**src/rtl/dhw_pkg.sv**
```systemverilog
`timescale 1ns / 1ps
// Shared constants, types, microcode program and arithmetic helpers of the smoother.
package dhw_pkg;

   localparam int SEASON_DEPTH = 24;
   localparam int COUNT_WIDTH = 24;
   localparam int SLOT_W = $clog2(SEASON_DEPTH);
   localparam int MUL_A_W = 36;
   localparam int MUL_B_W = 33;
   localparam int PROD_W = 64;
   localparam logic [15:0] GAIN_ONE = 16'd32768;

   typedef enum logic [1:0] {
      OP_LOAD   = 2'd0,
      OP_START  = 2'd1,
      OP_SAMPLE = 2'd2
   } op_type;

   typedef enum logic [2:0] {
      CSR_LEVEL_GAIN    = 3'd0,
      CSR_TREND_GAIN    = 3'd1,
      CSR_SEASON_GAIN   = 3'd2,
      CSR_DAMPING       = 3'd3,
      CSR_SEASON_LENGTH = 3'd4,
      CSR_START_LEVEL   = 3'd5,
      CSR_START_TREND   = 3'd6
   } csr_index_type;

   typedef struct packed {
      logic [15:0]        level_gain;
      logic [15:0]        trend_gain;
      logic [15:0]        season_gain;
      logic [15:0]        damping;
      logic [4:0]         season_length;
      logic signed [31:0] start_level;
      logic signed [31:0] start_trend;
   } cfg_type;

   typedef enum logic [1:0] {
      MA_TREND,
      MA_ERR,
      MA_ACC
   } mul_a_type;

   typedef enum logic [2:0] {
      MB_PHI,
      MB_ERR,
      MB_ALPHA,
      MB_BETA,
      MB_GAMMA
   } mul_b_type;

   typedef enum logic [3:0] {
      ACT_NONE,
      ACT_PT,
      ACT_BASE,
      ACT_FC_D1,
      ACT_ERR,
      ACT_NL,
      ACT_SUM_D2,
      ACT_D3,
      ACT_TR,
      ACT_SEAS
   } act_type;

   typedef logic [3:0] step_type;

   typedef struct packed {
      mul_a_type mul_a;
      mul_b_type mul_b;
      logic      mul_en;
      act_type   act;
      logic      jump_halted;
      step_type  target;
      logic      done;
   } uword_type;

   typedef struct packed {
      logic      fire;
      uword_type uw;
   } ctrl_type;

   typedef struct packed {
      logic signed [31:0]     forecast;
      logic signed [31:0]     error;
      logic [63:0]            sum;
      logic [COUNT_WIDTH-1:0] count;
      logic                   overflow;
   } result_type;

   localparam step_type STEP_EXIT = 4'd10;

   function automatic uword_type ucode(input step_type step);
      uword_type w;
      w = '{MA_TREND, MB_PHI, 1'b0, ACT_NONE, 1'b0, 4'd0, 1'b0};
      case (step)
         4'd0: w = '{MA_TREND, MB_PHI, 1'b1, ACT_NONE, 1'b0, 4'd0, 1'b0};
         4'd1: w = '{MA_TREND, MB_PHI, 1'b0, ACT_PT, 1'b0, 4'd0, 1'b0};
         4'd2: w = '{MA_TREND, MB_PHI, 1'b0, ACT_BASE, 1'b0, 4'd0, 1'b0};
         4'd3: w = '{MA_TREND, MB_PHI, 1'b0, ACT_FC_D1, 1'b0, 4'd0, 1'b0};
         4'd4: w = '{MA_ACC, MB_ALPHA, 1'b1, ACT_ERR, 1'b0, 4'd0, 1'b0};
         4'd5: w = '{MA_ERR, MB_ERR, 1'b1, ACT_NL, 1'b1, STEP_EXIT, 1'b0};
         4'd6: w = '{MA_TREND, MB_PHI, 1'b0, ACT_SUM_D2, 1'b0, 4'd0, 1'b0};
         4'd7: w = '{MA_ACC, MB_BETA, 1'b1, ACT_D3, 1'b0, 4'd0, 1'b0};
         4'd8: w = '{MA_ACC, MB_GAMMA, 1'b1, ACT_TR, 1'b0, 4'd0, 1'b0};
         4'd9: w = '{MA_TREND, MB_PHI, 1'b0, ACT_SEAS, 1'b0, 4'd0, 1'b1};
         default: w = '{MA_TREND, MB_PHI, 1'b0, ACT_NONE, 1'b0, 4'd0, 1'b1};
      endcase
      return w;
   endfunction

   function automatic logic signed [MUL_A_W-1:0] ext(input logic signed [31:0] v);
      return MUL_A_W'(v);
   endfunction

   function automatic logic signed [MUL_A_W-1:0] mq(input logic signed [PROD_W-1:0] p);
      logic signed [PROD_W-1:0] r;
      r = p + PROD_W'(16384);
      return r[15 +: MUL_A_W];
   endfunction

   function automatic logic out32(input logic signed [MUL_A_W-1:0] v);
      return !((&v[MUL_A_W-1:31]) || !(|v[MUL_A_W-1:31]));
   endfunction

   function automatic logic signed [31:0] sat32(input logic signed [MUL_A_W-1:0] v);
      logic signed [31:0] r;
      if (out32(v)) begin
         r = v[MUL_A_W-1] ? 32'sh8000_0000 : 32'sh7FFF_FFFF;
      end else begin
         r = v[31:0];
      end
      return r;
   endfunction

   function automatic logic signed [MUL_B_W-1:0] gain_op(input logic [15:0] g);
      return MUL_B_W'((g > GAIN_ONE) ? GAIN_ONE : g);
   endfunction

endpackage

```
**src/rtl/dhw_useq.sv**
```systemverilog
`timescale 1ns / 1ps
// Microcode sequencer: step counter, program ROM lookup and conditional jump.
module dhw_useq import dhw_pkg::*; (
   input  logic     clock,
   input  logic     reset,
   input  logic     launch,
   input  logic     hold,
   input  logic     halted,
   output logic     busy,
   output ctrl_type ctrl
);

   logic      busy_ff, busy_in;
   step_type  step_ff, step_in;
   uword_type uw;
   logic      fire;

   assign uw   = ucode(step_ff);
   assign fire = busy_ff && !(uw.done && hold);

   always_comb begin
      busy_in = busy_ff;
      step_in = step_ff;
      if (launch) begin
         busy_in = 1'b1;
         step_in = '0;
      end else if (fire) begin
         if (uw.done) begin
            busy_in = 1'b0;
         end else if (uw.jump_halted && halted) begin
            step_in = uw.target;
         end else begin
            step_in = step_ff + 4'd1;
         end
      end
   end

   always_ff @(posedge clock) begin
      if (reset) begin
         busy_ff <= 1'b0;
         step_ff <= '0;
      end else begin
         busy_ff <= busy_in;
         step_ff <= step_in;
      end
   end

   assign busy      = busy_ff;
   assign ctrl.fire = fire;
   assign ctrl.uw   = uw;

endmodule

```
**config.mk**
```make
export PLATFORM = sky130hd
export DESIGN_NAME = dhw_useq
export DESIGN_NICKNAME = d
export VERILOG_FILES = /design/src/rtl/dhw_pkg.sv /design/src/rtl/dhw_useq.sv
export SDC_FILE = /design/constraint.sdc
export NUM_CORES = 1
export LEC_CHECK = 0
export ABC_AREA = 1
export BUFFER_PORTS_ARGS = -buffer_cell sky130_fd_sc_hd__buf_4
export CORE_UTILIZATION = 52
export CTS_BUF_LIST = sky130_fd_sc_hd__clkbuf_4
export DETAILED_ROUTE_END_ITERATION = 10
export PLACE_DENSITY = 0.8
export SYNTH_ARGS = -nofsm -noshare
export SYNTH_HDL_FRONTEND = slang
export SYNTH_SLANG_ARGS = --single-unit
```
**constraint.sdc**
```tcl
create_clock -name clock -period 1.6 [get_ports clock]
set_input_delay 0.08 -clock clock [delete_from_list [all_inputs] [get_ports clock]]
set_output_delay 0.08 -clock clock [all_outputs]
set_load 0.02 [all_outputs]
```
# After elaboration in Yosys (flattened, before gate mapping)
# Memories as Yosys holds them, arrays and structs flattened. A register that Yosys moved wholly into a read port is not among the register bits.
# Cells that the tools add are included.
# op_classes
add_sub_neg	1
n_mux	6
bitwise_logic	1
n_reduce_logical	9
# ops
operator	n
$mux 4	3
$add 4x1->4 const B	1
$reduce_and 2->1	2
$reduce_bool 2->1	2
$logic_and 1x1->1	3
$mux 1	3
$reduce_or 2->1	1
$logic_not 1->1	1
$not 1->1	1
# word_totals
reg_bits	5
mem_bits_ro	224
inputBits	5
out_inout_bits	18
elab_cells	20
mem_count	1
# memory_table
name	words	width	read_ports	rd_clocked_by_memory_dff	wr	line_no	text
(name not given)	16	14	1	1	0	dhw_pkg.sv:96	case (step)

# Logic depth before layout (Yosys ltp)
# depth
depth_word	6
depth_mapped	11
depth_no_buf	11

# Worst setup path after synthesis
# Ideal clock, no wire load.
# synth_timing
path_type	reg2reg
startpoint	reg busy_ff, in the netlist busy
endpoint	reg, netlist name uw[6]
setup_ps	113
t_arrival_ps	1371
required_time_ps	1487
slack_ps	115
stages_incl_launch_ff	11
n_path_buf	0
period_less_slack_ps	1485
cell_sequence	dfxtp_1 -> inv_2 -> nor2_4 -> nand2_1 -> nand3_1 -> inv_1 -> ha_1 -> nand2_1 -> inv_1 -> nand3_1 -> nand2_1
# synth_between
elab_chain_cells	4
# synth_rtl
item	line_no	text
start: declaration	dhw_useq.sv:13	logic busy_ff, busy_in;
start signal: assignment	dhw_useq.sv:43	busy_ff <= busy_in;
$logic_and 1x1->1	dhw_useq.sv:19	assign fire = busy_ff && !(uw.done && hold);
$reduce_and 2->1 (no source line)	-	
$mux 4 (no source line) (2 in series)	-	
# No other way between the ends.
# A chain may end at the register's enable or synchronous reset.

# Final worst setup path
# layout_timing
startpoint	reg step_ff[0]
endpoint	reg, netlist name uw[15]
# layout_between
elab_chain_cells	4
# layout_rtl
item	line_no	text
start: declaration	dhw_useq.sv:14	step_type step_ff, step_in;
start signal: assignment	dhw_useq.sv:44	step_ff <= step_in;
$add 4x1->4	dhw_useq.sv:33	step_in = step_ff + 4'd1;
$mux 4	dhw_useq.sv:30	end else if (uw.jump_halted && halted) begin
$mux 4 (no source line) (*) (2 in series)	-	
# Every way passes the cells marked *; elsewhere a longest branch is shown, timed or not.

==> flow_metrics.env <==
export IMPL_synth_edf_count=0
export IMPL_cts_tree="yes"
export IMPL_cp_end_kind="flop"
export IMPL_cts_sinks=16
export IMPL_synth_area_per_cell_sq_um=7.48
export IMPL_finalClockSkew_ns=0.00369
export IMPL_synthAdderAreaFrac=0.0482
export IMPL_grt_use_total=0.210
export IMPL_required_ns=1.83
export IMPL_worstReg2RegEnd="uw[15]"
export IMPL_crit_path_end="uw[15]"
export IMPL_fillCellCount=118
export IMPL_slew_violations=0
export IMPL_final_min_period_over_clock_period=0.951
export IMPL_stdcell_count=143
export IMPL_gr_total_overflow=0
export IMPL_clockRootBuffer="clkbuf_4"
export IMPL_areaGrowthSynthToFinish_pct=25.7
export IMPL_wl_per_cell_um=10.7
export IMPL_clk_latency_ns=0.29
export IMPL_ys_top_cells_by_count="30 x nand2_1, 19 x inv_1, 16 x dfxtp_1"
export IMPL_switchingPower_uw=180
export IMPL_ys_seq_area_frac=0.412
export IMPL_p_comb_frac=0.115
export IMPL_row_count=13
export IMPL_vias=678
export IMPL_worstSetupPathType="reg2reg"
export IMPL_grt_pass1_wl_um=2230
export IMPL_pwr_density_cell_nw_per_um2=725
export IMPL_nets=137
export IMPL_swShare=0.253
export IMPL_synth_compound_area_share=0.0193
export IMPL_post_synth_top_area_cell="dfxtp_1"
export IMPL_r2r_slack_ns=0.08
export IMPL_ys_types=17
export IMPL_grt_pass1_vias=518
export IMPL_drive_gt1_frac=0.336
export IMPL_finalCriticalPeriod_ns=1.52
export IMPL_cts_buffers=3
export IMPL_hold_viol_final=0
export IMPL_syn_area_sq_um=778
export IMPL_clock_path_buffers=2
export IMPL_htreeDepth=1
export IMPL_ys_flop_type="dfxtp_1"
export IMPL_routabilityCongestion=0.825
export IMPL_port_buffers=20
export IMPL_async_flop_share=0
export IMPL_syn_instance_count=104
export IMPL_hold_class="in2reg"
export IMPL_drt_pass1_iterations=4
export IMPL_finalPower_uw=709
export IMPL_yosys_area_share_simple=0.362
export IMPL_placed_cells=135
export IMPL_synthMuxAreaShare=0
export IMPL_drtAntennaViolNets=0
export IMPL_r2r_cells=10
export IMPL_fmax_mhz=657
export IMPL_place_hpwl_um=1110
export IMPL_drtIter0Drc=12
export IMPL_ys_top_cells_by_area="dfxtp_1 41%, nand2_1 14%, inv_1 9.2%"
export IMPL_reg2reg_from="step_ff[0]"
export IMPL_post_synth_top_count_cell="nand2_1"
export IMPL_synth_top_family_by_area="simple AND/OR/NAND/NOR gates"
export IMPL_pwr_share_clk=0.308
export IMPL_netlist_area_leader_share=0.412
export IMPL_peakVddDrop_uv=524
export IMPL_max_cap_viol_count=0
export IMPL_viasPerCell=4.74
export IMPL_routed_wl_um=1530
export IMPL_ys_warn_count=0
export IMPL_cp_arrival_ns=1.75
export IMPL_fp_dieH_um=40.7
export IMPL_crit_start="step_ff[0]"
export IMPL_clkTransAtPathRegs_ns=0.09
export IMPL_diodes=0
export IMPL_drc_errors=0
export IMPL_antenna_found_initial=0
export IMPL_power_frac_seq=0.577
export IMPL_finalSetupTns_ns=0
export IMPL_synth_seq_cells=16
export IMPL_io_pins=23
export IMPL_internal_power_uw=530
export IMPL_die_w_um=40.7
export IMPL_status="completed"
export IMPL_core_area_sq_um=1350
export IMPL_critical_path_peak_fanout=5
export IMPL_power_leakage_uw=0.000577
export IMPL_critPathLaunchType="flop"
export IMPL_finalSetupViolations=0
export IMPL_dieArea_sq_um=1660
export IMPL_start_util=0.576
export IMPL_grt_max_degree=10
export IMPL_synthXorXnorAreaFrac=0
[flip-flops by register name, summed over array words and instances, names as in the netlist]
name and flops:
step_ff 4, uw 11, busy 1
[worst max-delay path, stage by stage (launching register included)]
cell     delay (ns)
dfxtp_2        0.35
ha_1           0.28
inv_1          0.04
nand2_1        0.05
nand2_1        0.04
nand2_1        0.10
nand2_2        0.10
ha_1           0.29
nor2_1         0.09
nand2_1        0.07
nand2_1        0.07
[per-stage QoR]
step	setup slack (ns)	hold WS [ns]	cell area (sq um)	util
3_5_place_dp	0.0769	0.271	913	0.677
5_1_grt	-0.0109	0.0591	978	0.725
6_report	0.0790	0.0532	978	0.725
3_3_place_gp	0.163	0.264	913	0.677
2_1_floorplan	0.115	0.149	782	-
4_1_cts	0.0533	0.0624	950	0.703
[per-layer routing]
| metal | global-route usage | vias to the layer above | wire length [um] |
|---|---|---|---|
| met5 | 0 | - | 0 |
| met3 | 0.0543 | 2 | 78 |
| met4 | 0.0500 | 0 | 11 |
| li1 | - | 349 | - |
| met1 | 0.273 | 303 | 633 |
| met2 | 0.345 | 24 | 803 |
[layout make-up]
type / instances / area (sq um) / share of cell area
flip-flops and latches: 16 / 324 / 0.331
multi-input cells: 63 / 344 / 0.352
inverters: 20 / 75.1 / 0.0767
clock buffers: 3 / 22.5 / 0.0230
clock inverters: 1 / 3.75 / 0.00384
repair buffers: 25 / 190 / 0.194
well taps: 15 / 18.8 / 0.0192
[what timing repair did]
action	4_1_cts	5_1_grt
setup buffers	0	3
hold buffers	1	0
hold endpoints to repair	1	0
endpoints found under the setup margin	0	5
gates resized for setup	0	4
[cell usage in the layout, fill, tap and decap left out, types with 2 or more instances in the layout]
cell,netlist,routed
a21oi_1,2,2
nand2_1,30,29
conb_1,1,2
dfxtp_1,16,13
ha_1,3,3
nand3_2,2,2
clkbuf_4,0,3
nand3_1,7,7
nor2_4,2,2
nand2_4,2,2
nor2_1,7,7
nand2_2,2,3
buf_4,6,24
nor2_2,2,2
dfxtp_2,0,3
inv_1,19,19
[cells by family after synthesis]
| logic type | Yosys count |
|---|---|
| flops | 16 |
| fa+ha+maj | 3 |
| other cells | 1 |
| compound gates | 3 |
| simple gates | 55 |
| buf+inv | 26 |
[power by group through the flow]
stage | sequential, uW | combinational, uW | clock, uW
2_1_floorplan | 423 | 44.9 | 0
3_3_place_gp | 417 | 69.8 | 0
3_5_place_dp | 418 | 71.8 | 0
4_1_cts | 409 | 73.9 | 218
5_1_grt | 410 | 90.2 | 234
6_report | 410 | 81.4 | 218
[how the worst min path moves through the flow]
stage | depth (start not counted) | slack (ns) | to | start
6_report | 3 | 0.05 | busy | launch
4_1_cts | 3 | 0.06 | busy | launch
2_1_floorplan | 1 | 0.15 | busy | reset
3_3_place_gp | 2 | 0.26 | busy | reset
5_1_grt | 3 | 0.06 | busy | launch
3_5_place_dp | 2 | 0.27 | busy | reset
Power figures use the tool's default switching activity.
